### src/rtl/lep_pkg.sv
// lep_pkg: shared types, constants and the 4B/5B code table of the line encoder.
// No dependencies; imported by every module of the block.
`default_nettype none

package lep_pkg;

    // Coding modes held in the coding_mode register
    localparam logic [1:0] MODE_NRZ  = 2'd0;
    localparam logic [1:0] MODE_NRZI = 2'd1;
    localparam logic [1:0] MODE_MAN  = 2'd2;
    localparam logic [1:0] MODE_4B5B = 2'd3;

    // Register index decoded from paddr[2]
    localparam logic REG_CODING_MODE = 1'b0;

    localparam int BITS_PER_BYTE = 8;
    localparam int SYM_MAX       = 10;   // symbols per byte in 4B/5B mode
    localparam int CNT_W         = 4;    // holds SYM_MAX

    // Job queue between front and serializer
    localparam int QUEUE_DEPTH   = 2;
    localparam int Q_CNT_W       = $clog2(QUEUE_DEPTH + 1);

    // One byte's worth of work for the serializer, symbols left-aligned
    typedef struct packed {
        logic [1:0]         mode;
        logic [SYM_MAX-1:0] word;
    } t_job;

    // Queue status seen by the top level
    typedef struct packed {
        logic [Q_CNT_W-1:0] count;
        logic               full;
        logic               empty;
    } t_q_stat;

    // Serializer status seen by the top level
    typedef struct packed {
        logic             busy;
        logic [CNT_W-1:0] cnt;
    } t_back_stat;

    // Standard 4B/5B data table
    function automatic logic [4:0] f_code_4b5b(input logic [3:0] nib);
        logic [4:0] code;
        unique case (nib)
            4'h0: code = 5'b11110;
            4'h1: code = 5'b01001;
            4'h2: code = 5'b10100;
            4'h3: code = 5'b10101;
            4'h4: code = 5'b01010;
            4'h5: code = 5'b01011;
            4'h6: code = 5'b01110;
            4'h7: code = 5'b01111;
            4'h8: code = 5'b10010;
            4'h9: code = 5'b10011;
            4'hA: code = 5'b10110;
            4'hB: code = 5'b10111;
            4'hC: code = 5'b11010;
            4'hD: code = 5'b11011;
            4'hE: code = 5'b11100;
            4'hF: code = 5'b11101;
        endcase
        return code;
    endfunction

endpackage

`default_nettype wire

### src/rtl/lep_front.sv
// lep_front: classifies an incoming byte into a serializer job.
// Depends on lep_pkg (t_job, mode codes, 4B/5B table).
`default_nettype none

module lep_front
    import lep_pkg::*;
(
    input  wire logic [1:0]               i_mode,
    input  wire logic [BITS_PER_BYTE-1:0] i_data_byte,
    output t_job                          o_job
);

    always_comb begin
        o_job.mode = i_mode;
        if (i_mode == MODE_4B5B) begin
            o_job.word = {f_code_4b5b(i_data_byte[7:4]), f_code_4b5b(i_data_byte[3:0])};
        end else begin
            // plain bit modes: byte left-aligned, two spare low bits
            o_job.word = {i_data_byte, (SYM_MAX - BITS_PER_BYTE)'(0)};
        end
    end

endmodule

`default_nettype wire

### src/rtl/lep_queue.sv
// lep_queue: small job FIFO between the front and the serializer.
// Depends on lep_pkg (t_job, t_q_stat, QUEUE_DEPTH).
`default_nettype none

module lep_queue
    import lep_pkg::*;
(
    input  wire logic i_clk,
    input  wire logic i_rst_n,
    input  wire logic i_push,
    input  wire t_job i_job,
    input  wire logic i_pop,
    output t_job      o_job,
    output wire logic o_valid,
    output t_q_stat   o_stat
);

    localparam int DEPTH = QUEUE_DEPTH;
    localparam int PTR_W = (DEPTH > 1) ? $clog2(DEPTH) : 1;

    t_job               r_mem [DEPTH];
    logic [PTR_W-1:0]   r_wr_ptr, n_wr_ptr;
    logic [PTR_W-1:0]   r_rd_ptr, n_rd_ptr;
    logic [Q_CNT_W-1:0] r_count,  n_count;

    logic push_ok, pop_ok;

    assign push_ok = i_push && (r_count != Q_CNT_W'(DEPTH));
    assign pop_ok  = i_pop && (r_count != '0);

    always_comb begin
        n_wr_ptr = r_wr_ptr;
        n_rd_ptr = r_rd_ptr;
        n_count  = r_count;
        if (push_ok) begin
            n_wr_ptr = (r_wr_ptr == PTR_W'(DEPTH - 1)) ? '0 : r_wr_ptr + PTR_W'(1);
        end
        if (pop_ok) begin
            n_rd_ptr = (r_rd_ptr == PTR_W'(DEPTH - 1)) ? '0 : r_rd_ptr + PTR_W'(1);
        end
        if (push_ok && !pop_ok) begin
            n_count = r_count + Q_CNT_W'(1);
        end else if (pop_ok && !push_ok) begin
            n_count = r_count - Q_CNT_W'(1);
        end
    end

    always_ff @(posedge i_clk) begin
        if (!i_rst_n) begin
            r_wr_ptr <= '0;
            r_rd_ptr <= '0;
            r_count  <= '0;
        end else begin
            r_wr_ptr <= n_wr_ptr;
            r_rd_ptr <= n_rd_ptr;
            r_count  <= n_count;
        end
    end

    always_ff @(posedge i_clk) begin
        if (push_ok) begin
            r_mem[r_wr_ptr] <= i_job;
        end
    end

    assign o_job        = r_mem[r_rd_ptr];
    assign o_valid      = (r_count != '0);
    assign o_stat.count = r_count;
    assign o_stat.full  = (r_count == Q_CNT_W'(DEPTH));
    assign o_stat.empty = (r_count == '0);

endmodule

`default_nettype wire

### src/rtl/lep_back.sv
// lep_back: serializer; one line symbol per cycle unless stalled; tracks the NRZI level.
// Depends on lep_pkg (t_job, t_back_stat, mode codes).
`default_nettype none

module lep_back
    import lep_pkg::*;
(
    input  wire logic i_clk,
    input  wire logic i_rst_n,
    input  wire t_job i_job,
    input  wire logic i_job_valid,
    output wire logic o_job_pop,
    output wire logic o_valid,
    input  wire logic i_ready,
    output wire logic o_code_bit,
    output wire logic o_level_first,
    output wire logic o_level_second,
    output wire logic o_last_bit,
    output t_back_stat o_stat
);

    logic               r_busy,  n_busy;
    logic [CNT_W-1:0]   r_cnt,   n_cnt;
    logic [1:0]         r_mode,  n_mode;
    logic [SYM_MAX-1:0] r_word,  n_word;
    logic               r_level, n_level;
    logic               r_o_valid, n_o_valid;
    logic               r_code, r_first, r_second, r_last;

    logic out_free, emit, sym_bit, sym_last, pop, lv_first, lv_second;

    assign out_free = !r_o_valid || i_ready;
    assign emit     = r_busy && out_free;
    assign sym_bit  = r_word[SYM_MAX-1];
    assign sym_last = (r_cnt == CNT_W'(1));
    // take the next job when idle, or as the current one sends its last symbol
    assign pop      = i_job_valid && (!r_busy || (emit && sym_last));

    always_comb begin
        unique case (r_mode) inside
            MODE_NRZ: begin
                lv_first  = sym_bit;
                lv_second = sym_bit;
            end
            MODE_MAN: begin
                lv_first  = sym_bit;
                lv_second = ~sym_bit;
            end
            MODE_NRZI, MODE_4B5B: begin
                lv_first  = r_level;
                lv_second = r_level ^ sym_bit;
            end
        endcase
    end

    always_comb begin
        n_busy    = r_busy;
        n_cnt     = r_cnt;
        n_mode    = r_mode;
        n_word    = r_word;
        n_level   = r_level;
        n_o_valid = r_o_valid && !i_ready;
        if (emit) begin
            n_o_valid = 1'b1;
            n_word    = {r_word[SYM_MAX-2:0], 1'b0};
            n_cnt     = r_cnt - CNT_W'(1);
            if (sym_last) begin
                n_busy = 1'b0;
            end
            if (r_mode == MODE_NRZI || r_mode == MODE_4B5B) begin
                n_level = lv_second;
            end
        end
        if (pop) begin
            n_busy = 1'b1;
            n_mode = i_job.mode;
            n_word = i_job.word;
            n_cnt  = (i_job.mode == MODE_4B5B) ? CNT_W'(SYM_MAX) : CNT_W'(BITS_PER_BYTE);
        end
    end

    always_ff @(posedge i_clk) begin
        if (!i_rst_n) begin
            r_busy    <= 1'b0;
            r_cnt     <= '0;
            r_mode    <= MODE_NRZ;
            r_level   <= 1'b0;
            r_o_valid <= 1'b0;
        end else begin
            r_busy    <= n_busy;
            r_cnt     <= n_cnt;
            r_mode    <= n_mode;
            r_level   <= n_level;
            r_o_valid <= n_o_valid;
        end
    end

    always_ff @(posedge i_clk) begin
        r_word <= n_word;
        if (emit) begin
            r_code   <= sym_bit;
            r_first  <= lv_first;
            r_second <= lv_second;
            r_last   <= sym_last;
        end
    end

    assign o_job_pop      = pop;
    assign o_valid        = r_o_valid;
    assign o_code_bit     = r_code;
    assign o_level_first  = r_first;
    assign o_level_second = r_second;
    assign o_last_bit     = r_last;
    assign o_stat.busy    = r_busy;
    assign o_stat.cnt     = r_cnt;

endmodule

`default_nettype wire

### src/rtl/line_encoder_4b5b_nrzi_manchester_top.sv
// line_encoder_4b5b_nrzi_manchester_top: NRZ / NRZI / Manchester / 4B5B+NRZI line encoder.
// Depends on lep_pkg, lep_front, lep_queue, lep_back.
//
//   channel   | handshake            | payload
//   ----------+----------------------+---------------------------------------------
//   byte in   | i_valid / o_ready    | i_data_byte[7:0]
//   symbol out| o_valid / i_ready    | o_code_bit, o_level_first, o_level_second,
//             |                      | o_last_bit
//   config    | psel/penable/pwrite  | paddr[2:0], pwdata[31:0], prdata[31:0]
//
// Each byte yields 8 symbols (NRZ, NRZI, Manchester) or 10 (4B/5B), one symbol per
// cycle from the serializer while the output is not stalled.
// The front classifies a byte in the accept cycle and pushes it into a
// QUEUE_DEPTH-entry job queue; o_ready is low only while that queue is full.
// An accepted byte passes the job queue and the serializer's shift register on its way
// out; back-to-back jobs stream with no gap. Output stalls hold the symbol register.
// Reset (synchronous, active low) empties the queue, clears the mode to NRZ and
// drives the line level low.
`default_nettype none

module line_encoder_4b5b_nrzi_manchester_top
    import lep_pkg::*;
(
    input  wire logic                     i_clk,
    input  wire logic                     i_rst_n,
    // byte input
    input  wire logic                     i_valid,
    output wire logic                     o_ready,
    input  wire logic [BITS_PER_BYTE-1:0] i_data_byte,
    // symbol output
    output wire logic                     o_valid,
    input  wire logic                     i_ready,
    output wire logic                     o_code_bit,
    output wire logic                     o_level_first,
    output wire logic                     o_level_second,
    output wire logic                     o_last_bit,
    // register port
    input  wire logic                     psel,
    input  wire logic                     penable,
    input  wire logic                     pwrite,
    input  wire logic [2:0]               paddr,
    input  wire logic [31:0]              pwdata,
    output wire logic [31:0]              prdata,
    output wire logic                     pready
);

    // coding_mode register; sampled into each job at accept time
    logic [1:0] r_mode;
    logic       cfg_wr;

    assign pready = 1'b1;
    assign cfg_wr = psel && penable && pwrite && pready;

    always_ff @(posedge i_clk) begin
        if (!i_rst_n) begin
            r_mode <= MODE_NRZ;
        end else if (cfg_wr && paddr[2] == REG_CODING_MODE) begin
            r_mode <= pwdata[1:0];
        end
    end

    assign prdata = (paddr[2] == REG_CODING_MODE) ? {30'd0, r_mode} : 32'd0;

    // front: classify the byte into a job
    t_job       front_job;
    t_job       q_job;
    logic       q_valid;
    logic       q_pop;
    logic       push;
    t_q_stat    q_stat;
    t_back_stat b_stat;

    lep_front u_front (
        .i_mode      (r_mode),
        .i_data_byte (i_data_byte),
        .o_job       (front_job)
    );

    assign o_ready = !q_stat.full;
    assign push    = i_valid && o_ready;

    lep_queue u_queue (
        .i_clk   (i_clk),
        .i_rst_n (i_rst_n),
        .i_push  (push),
        .i_job   (front_job),
        .i_pop   (q_pop),
        .o_job   (q_job),
        .o_valid (q_valid),
        .o_stat  (q_stat)
    );

    // back: serialize one symbol per cycle into the output register unless it is stalled
    lep_back u_back (
        .i_clk          (i_clk),
        .i_rst_n        (i_rst_n),
        .i_job          (q_job),
        .i_job_valid    (q_valid),
        .o_job_pop      (q_pop),
        .o_valid        (o_valid),
        .i_ready        (i_ready),
        .o_code_bit     (o_code_bit),
        .o_level_first  (o_level_first),
        .o_level_second (o_level_second),
        .o_last_bit     (o_last_bit),
        .o_stat         (b_stat)
    );

    // queue occupancy never exceeds its depth
    a_q_bound: assert property (@(posedge i_clk) disable iff (!i_rst_n)
        q_stat.count <= Q_CNT_W'(QUEUE_DEPTH))
        else $error("job queue over depth");

    // an accepted byte with no pop grows the queue by exactly one
    a_q_push: assert property (@(posedge i_clk) disable iff (!i_rst_n)
        (push && !q_pop) |=> (q_stat.count == $past(q_stat.count) + Q_CNT_W'(1)))
        else $error("queue count did not follow push");

    // an idle serializer has no symbols pending, a busy one at most ten
    a_back_cnt: assert property (@(posedge i_clk) disable iff (!i_rst_n)
        (!b_stat.busy |-> b_stat.cnt == '0) and (b_stat.cnt <= CNT_W'(SYM_MAX)))
        else $error("serializer count inconsistent");

endmodule

`default_nettype wire

### config.mk
export PLATFORM = sky130hd
export DESIGN_NAME = line_encoder_4b5b_nrzi_manchester_top
export DESIGN_NICKNAME = d
export VERILOG_FILES = /design/src/rtl/lep_pkg.sv /design/src/rtl/lep_front.sv /design/src/rtl/lep_queue.sv /design/src/rtl/lep_back.sv /design/src/rtl/line_encoder_4b5b_nrzi_manchester_top.sv
export SDC_FILE = /design/constraint.sdc
export NUM_CORES = 1
export LEC_CHECK = 0
export ABC_CLOCK_PERIOD_IN_PS = 3150
export BUFFER_PORTS_ARGS = -buffer_cell sky130_fd_sc_hd__buf_4
export CELL_PAD_IN_SITES_DETAIL_PLACEMENT = 1
export CELL_PAD_IN_SITES_GLOBAL_PLACEMENT = 1
export CORE_MARGIN = 1.5
export CORE_UTILIZATION = 41
export CTS_BUF_LIST = sky130_fd_sc_hd__clkbuf_16
export DETAILED_ROUTE_END_ITERATION = 7
export HOLD_SLACK_MARGIN = 0.1
export PLACE_DENSITY = 0.93
export SLEW_MARGIN = 20
export SYNTH_ARGS = -nofsm -noshare
export SYNTH_HDL_FRONTEND = slang
export SYNTH_SLANG_ARGS = --single-unit
### constraint.sdc
create_clock -name i_clk -period 3.15 [get_ports i_clk]
set_input_delay 0.315 -clock i_clk [delete_from_list [all_inputs] [get_ports i_clk]]
set_output_delay 0.315 -clock i_clk [all_outputs]
set_load 0.005 [all_outputs]
==> metrics.txt, run 1 <==
status=finished, final reports clean; Die Wd=82.4 um; Post-Route WL=~5000 um; fmax=about 0.46 GHz; Hold Fails Final Rpt=0; layout cell share with drive strength beyond 1=0.155; Max-cap violations=0; Synth Area in Adders=0.00969; Hold Path Depth=3; reg-to-reg startpoint=u_back.r_cnt[1]$_SDFFE_PN0P_; CTS tree=yes; Reg2Reg Setup Slack=1.0 ns; area of the multi-input gates=around 920 um^2; largest net degree at the start of global routing=17; Crit Path Class=reg -> reg; syn avg cell area=around 11 um^2; Core Area=between 0.005 and 0.006 mm^2; max-slew violation total from the final report=0; reg2reg end=u_back.r_word[1]$_DFFE_PP_; clock sinks=54; main combinational cell family by area after synthesis=buffers and inverters; crit path max fanout=12; TNS Setup=0 ns; fillers=between 600 and 700; maximum clock path buffer count=2; Remaining DRCs=0; Post-synth ARST share=0; Seq. cell area=around 0.0015 mm^2; antenna viol nets, final=0; Port Buffers=25; r2r worst-path depth=6; leakage power=1.12 nW; clk root buf=clkbuf_16; CTS buffer count=5; Final Instance Count excl. Fillers=327; total number of vias=between 1500 and 2000; Mapped Cells=229; GRT Total Usage=0.161; PwrDens=roughly 580 mW/mm^2; most frequent cells in the layout=edfxtp_1 (38), conb_1 (31), buf_4 (25), o21ai_0 (16), dfxtp_1 (16); Skew-Pair Late Insertion Delay=slightly below 0.3 ns; Synth Warn #=0; Worst slew margin=0.357; final hold slack=0.252 ns; commonest non-fill, non-tap cell in the layout=edfxtp_1; RSZ-0062 raised after global routing=no; Max VDD drop=0.313 mV; Final Setup Violations=0; area delta synth->final=9.69%; Compound-Gate Fraction of Synth Area=0.116; synthesized cell area=between 0.002 and 0.003 mm^2; FF+latch count, synth=54; 1st-iter DRT viols=a little under 100; Post-Synth Simple-Gate Area=0.101; multiplexer share of the synthesized area=0.0625; Hold EP=r_mode[0]$_SDFFE_PN0P_; GRT Residual Overflow=0; GPL Wtd Cong=about 0.75; routed vias/inst=5.07; chip height=between 80 and 90 um; minimum clock period=between 2 and 2.5 ns; hpwl dp=roughly 3600 um; final net count=slightly above 300; register area share after synthesis=0.566; Post-synth EDFFs=38; Hold-fix buffers, CTS=0; HP Class=in -> reg; Final Cycle Share=0.684; vias in the first global route=between 1500 and 2000; htree depth=2; distinct cell type count after synthesis=40; clock slew at reported path FFs=0.07 ns; critical path arrival=2.10 ns; first-pass GRT wire length=8070 um; Tightest Pin Transition=slightly below 1 ns; Worst setup SP type=register; Std-Cell Rows=28; initial antenna violation count=0; hold_sp=pwdata[0]; Post-synth top flop=edfxtp_1; Worst Setup End Kind=register; Initial Util=0.431; Post-CTS Setup Inserts=0; # diodes=0; Worst Clk Skew=0.00473 ns; I/O pin cnt=between 80 and 90; worst endpoint required time=a little over 3 ns; DR pass1 iterations=4; wire per inst=~15 um; XOR/XNOR Fraction of Synth Area=0.0203; DP Cell Count=about 320; Resize count post-CTS=0; die area=just under 0.007 mm^2
metrics by stage:
stage	instance area, um^2	setup slack [ns]	util	total power, mW
after floorplan	2690	1.41	-	1.09
after global placement	2690	1.07	0.449	1.12
after detailed placement	2690	0.977	0.449	1.14
after CTS	2830	0.962	0.473	1.66
after global routing	2830	0.822	0.473	1.72
final	2830	0.995	0.473	1.65
state kept, by name, indices dropped and copies added, names as in the netlist, 2 cells and up, named ones only:
name	count
r_mode	2
u_back.r_cnt	4
u_back.r_mode	2
u_queue.r_count	2
u_queue.r_mem	24
u_back.r_word	10
report_power, final:
| part | internal (mW) | switching [mW] |
|---|---|---|
| Clock | 0.290 | 0.237 |
| Combinational | 0.0935 | 0.134 |
| Sequential | 0.851 | 0.0470 |
layer usage:
metal / GRT usage / wire length (um) / vias up
li1: - / - / 795
met1: 0.190 / 2130 / 804
met2: 0.285 / 2560 / 52
met3: 0.0253 / 221 / 7
met4: 0.0746 / 112 / 0
met5: 0 / 0 / -
synth_stat cells (2+ instances only):
cell	count	area, um^2
a21o_2	2	17.5
and3_1	3	18.8
buf_4	31	233
nor2_1	13	48.8
edfxtp_1	38	1140
o21ai_0	16	80.1
a21oi_1	15	75.1
clkbuf_1	3	11.3
a211oi_1	2	15.0
nand3_1	4	20.0
nor3_1	7	35.0
nor2b_1	2	12.5
dfxtp_1	16	320
inv_1	9	33.8
buf_2	2	10.0
ha_1	2	25.0
mux2i_1	15	150
conb_1	2	7.51
nand4_1	2	12.5
buf_6	2	22.5
xor2_1	4	35.0
o41ai_1	2	17.5
xnor2_1	2	17.5
o21ai_1	7	35.0
nand2_1	12	45.0
a31oi_1	2	12.5
worst max-delay path by stage:
stage	from	end	slack, ns	cells after the start
3_5_place_dp	u_back.r_cnt[1]$_SDFFE_PN0P_	u_back.r_word[1]$_DFFE_PP_	0.98	6
2_1_floorplan	u_back.r_cnt[1]$_SDFFE_PN0P_	u_back.r_word[0]$_SDFFCE_PN0P_	1.41	7
3_3_place_gp	u_back.r_cnt[1]$_SDFFE_PN0P_	u_back.r_word[1]$_DFFE_PP_	1.07	6
6_report	u_back.r_cnt[1]$_SDFFE_PN0P_	u_back.r_word[1]$_DFFE_PP_	1.0	6
5_1_grt	u_back.r_cnt[1]$_SDFFE_PN0P_	u_back.r_word[2]$_DFFE_PP_	0.82	6
4_1_cts	u_back.r_cnt[1]$_SDFFE_PN0P_	u_back.r_word[1]$_DFFE_PP_	0.96	6
kinds of logic after synthesis:
family          after synthesis
flops                        54
compound gates               51
simple gates                 50
buf+inv                      48
mux                          16
xor+xnor                      6
fa+ha+maj                     2
other cells                   2
worst max-delay path, stage by stage (launching register included):
cell	delay, ns
dfxtp_1	0.33
inv_1	0.08
ha_1	0.14
nor3b_4	0.29
a21o_2	0.24
nand2_1	0.28
nand2_1	0.45
final cells by class:
type	count	share of cell area
tap	75	0.0331
clock buffer	5	0.0442
multi-input combinational	156	0.323
timing repair buffer	25	0.0662
sequential	54	0.516
clock inverter	3	0.00574
inverter	9	0.0119
(Power assumes the default switching activity.)
==> inputs of run 2 (changes only) <==
--- a/config.mk
+++ b/config.mk
@@ -5,16 +5,17 @@
 export SDC_FILE = /design/constraint.sdc
 export NUM_CORES = 1
 export LEC_CHECK = 0
-export ABC_CLOCK_PERIOD_IN_PS = 3150
+export ABC_AREA = 1
+export ABC_CLOCK_PERIOD_IN_PS = 2000
 export BUFFER_PORTS_ARGS = -buffer_cell sky130_fd_sc_hd__buf_4
 export CELL_PAD_IN_SITES_DETAIL_PLACEMENT = 1
 export CELL_PAD_IN_SITES_GLOBAL_PLACEMENT = 1
 export CORE_MARGIN = 1.5
-export CORE_UTILIZATION = 41
+export CORE_UTILIZATION = 37
 export CTS_BUF_LIST = sky130_fd_sc_hd__clkbuf_16
 export DETAILED_ROUTE_END_ITERATION = 7
 export HOLD_SLACK_MARGIN = 0.1
-export PLACE_DENSITY = 0.93
+export PLACE_DENSITY = 0.88
 export SLEW_MARGIN = 20
 export SYNTH_ARGS = -nofsm -noshare
 export SYNTH_HDL_FRONTEND = slang
==> constraint.sdc (replaced) <==
create_clock -name i_clk -period 2 [get_ports i_clk]
set_input_delay 0.2 -clock i_clk [delete_from_list [all_inputs] [get_ports i_clk]]
set_output_delay 0.2 -clock i_clk [all_outputs]
set_load 0.005 [all_outputs]
==> run 2 against run 1 <==
Net effect: maximum frequency up 31%; setup slack worse by 0.64 ns; routed wire length down 4.9%; count of clock-buffer cells in the layout unchanged; clock power up 100%.
==> metrics.txt, run 2 <==
clock sinks=54; Std-Cell Rows=30; antenna viol nets, final=0; Post-CTS Setup Inserts=0; biggest regs=u_queue.r_mem (24), u_back.r_word (10), u_back.r_cnt (4); CP delay by family, top=buffers and inverters; largest net degree at the start of global routing=24; GRT Total Usage=0.142; 1st-iter DRT viols=101; area leader, netlist=edfxtp_1; Final Cycle Share=0.822; crit path max fanout=23; routed vias/inst=4.69; synthesized cell area=about 0.0025 mm^2; # diodes=0; initial antenna violation count=0; most frequent CP cell=nand2_2; critical path's largest stage delay=slightly above 0.3 ns; GRT Residual Overflow=0; TNS Setup=0 ns; distinct cell type count after synthesis=29; Worst Setup End Kind=register; syn avg cell area=between 9 and 10 um^2; Final Setup Violations=0; Synth Warn #=0; most frequent cells in the layout=nand2_1 (49), edfxtp_1 (38), conb_1 (31), buf_4 (29), inv_1 (28); Resize count post-CTS=0; Post-synth EDFFs=38; Skew-Pair Late Insertion Delay=roughly 0.29 ns; total number of vias=around 1800; Crit path buffers/inverters=2; maximum clock path buffer count=2; Crit Path Class=reg -> reg; Port Buffers=25; layout cell share with drive strength beyond 1=0.149; Die Wd=roughly 86 um; setup ws final=0.356 ns; I/O pin cnt=89; Hold Fails Final Rpt=0; largest cells by area after synthesis=edfxtp_1 (45%), dfxtp_1 (13%), buf_4 (9.1%), nand2_1 (7.2%), inv_1 (4.1%); Placement Setup Slack=roughly 0.43 ns; FF+latch count, synth=54; clk root buf=clkbuf_16; Hold-fix buffers, CTS=0; commonest non-fill, non-tap cell in the layout=nand2_1; Post-Route WL=between 4000 and 5000 um; GPL Wtd Cong=between 0.7 and 0.8; clock slew at reported path FFs=around 0.06 ns; chip height=about 86 um; CTS tree=yes; Final Instance Count excl. Fillers=about 380; top-count cell post-synth=nand2_1; first-pass GRT wire length=between 8000 and 9000 um; top cell types by occurrence after synthesis=nand2_1 (49), edfxtp_1 (38), buf_4 (31), inv_1 (28), nor2_1 (25); register area share after synthesis=0.575; largest register by flop count=u_queue.r_mem; status=finished, final reports clean; hpwl dp=approximately 3500 um; Core Area=0.00672 mm^2; final hold slack=0.209 ns; CTS buffer count=5; Mapped Cells=around 270; DP Cell Count=between 300 and 400; placed cell area=~0.0027 mm^2; Max VDD drop=~0.43 mV; Worst setup SP type=register; Worst Clk Skew=0.00439 ns; die area=about 0.0074 mm^2; worst endpoint required time=roughly 2.2 ns; wire per inst=~13 um; RSZ-0062 raised after global routing=no; vias in the first global route=between 1500 and 2000; Synth top area share=0.449; HP Class=in -> reg; power consumption=between 4 and 5 mW; minimum clock period=1.64 ns; critical-path cell list=inv_1 > ha_1 > nand3_1 > nand2_2 > nand2_2 > inv_2 > o21ai_0 > a21oi_1; Post-synth top flop=edfxtp_1; area delta synth->final=13.5%; Max-cap violations=0; DR pass1 iterations=4; Post-synth ARST share=0; fmax=about 0.61 GHz; Critical-path top delay cell=dfxtp_1; Final Instance Area=a little under 0.003 mm^2; leakage power=approximately 1.2 nW; Remaining DRCs=0; PwrDens=~1400 mW/mm^2; critical path arrival=about 1.9 ns; Initial Util=0.379; final net count=about 350; max-slew violation total from the final report=0; Core Util, Final=0.430; htree depth=2; Largest register FFs=24
[run 2: cell types whose count changed after synthesis, moves of 4 or more]
cell	previous run	this run
nor2_1	13	25
a31oi_1	2	13
o21ai_1	7	0
inv_1	9	28
nor3_1	7	3
mux2i_1	15	0
nand2_1	12	49
[run 2: kinds of logic after synthesis]
| kind of cell | count (synthesis) | share of synthesized area |
|---|---|---|
| and+or+nand+nor | 91 | 0.150 |
| buffers and inverters | 68 | 0.152 |
| DFF | 54 | 0.575 |
| AOI/OAI and AO/OA | 48 | 0.107 |
| adders and majority gates | 2 | 0.00984 |
| other | 2 | 0.00295 |
| xor gates and xnor gates | 1 | 0.00344 |
[run 2: worst register-to-register path: cells and delay by family (launching register included)]
kind / cells / cell delay, ns
compound gates: 2 / 0.38
fa+ha+maj: 1 / 0.18
buf+inv: 2 / 0.38
flops: 1 / 0.31
simple gates: 3 / 0.29
[run 2: layout make-up]
class                      instances  area, um^2
inverter                          31         116
fill                             777        3830
multi-input combinational        173         803
clock buffer                       5         125
sequential                        54        1460
tap                               80         100
clock inverter                     3        63.8
timing repair buffer              29         218
[run 2: metal layers]
layer | up-vias | routed length [um] | global-route usage | part of all wire
met3 | 10 | 209 | 0.0289 | 0.044
met4 | 0 | 145 | 0.0777 | 0.030
met1 | 823 | 1990 | 0.161 | 0.42
met2 | 51 | 2420 | 0.249 | 0.51
met5 | - | 0 | 0 | 0
li1 | 875 | - | - | -
[run 2: worst paths after layout]
| check | endpoint | from | slack, ns | cells after the start |
|---|---|---|---|---|
| worst max-delay path | u_queue.r_rd_ptr$_SDFFE_PN0P_ | u_back.r_cnt[1]$_SDFFE_PN0P_ | 0.36 | 8 |
| worst min-delay path | r_mode[1]$_SDFFE_PN0P_ | pwdata[1] | 0.21 | 3 |
| worst max register to register | u_queue.r_rd_ptr$_SDFFE_PN0P_ | u_back.r_cnt[1]$_SDFFE_PN0P_ | 0.36 | 8 |
| worst min register to register | u_back.o_code_bit$_DFFE_PP_ | u_back.r_word[9]$_DFFE_PP_ | 0.46 | 0 |
[run 2: power by group]
part	leakage [nW]	switching, mW	internal [mW]	total, mW
sequential	0.493	0.136	1.63	1.76
combinational	0.653	0.808	0.406	1.21
clock	0.0915	0.368	0.712	1.08
total	1.24	1.31	2.74	4.06
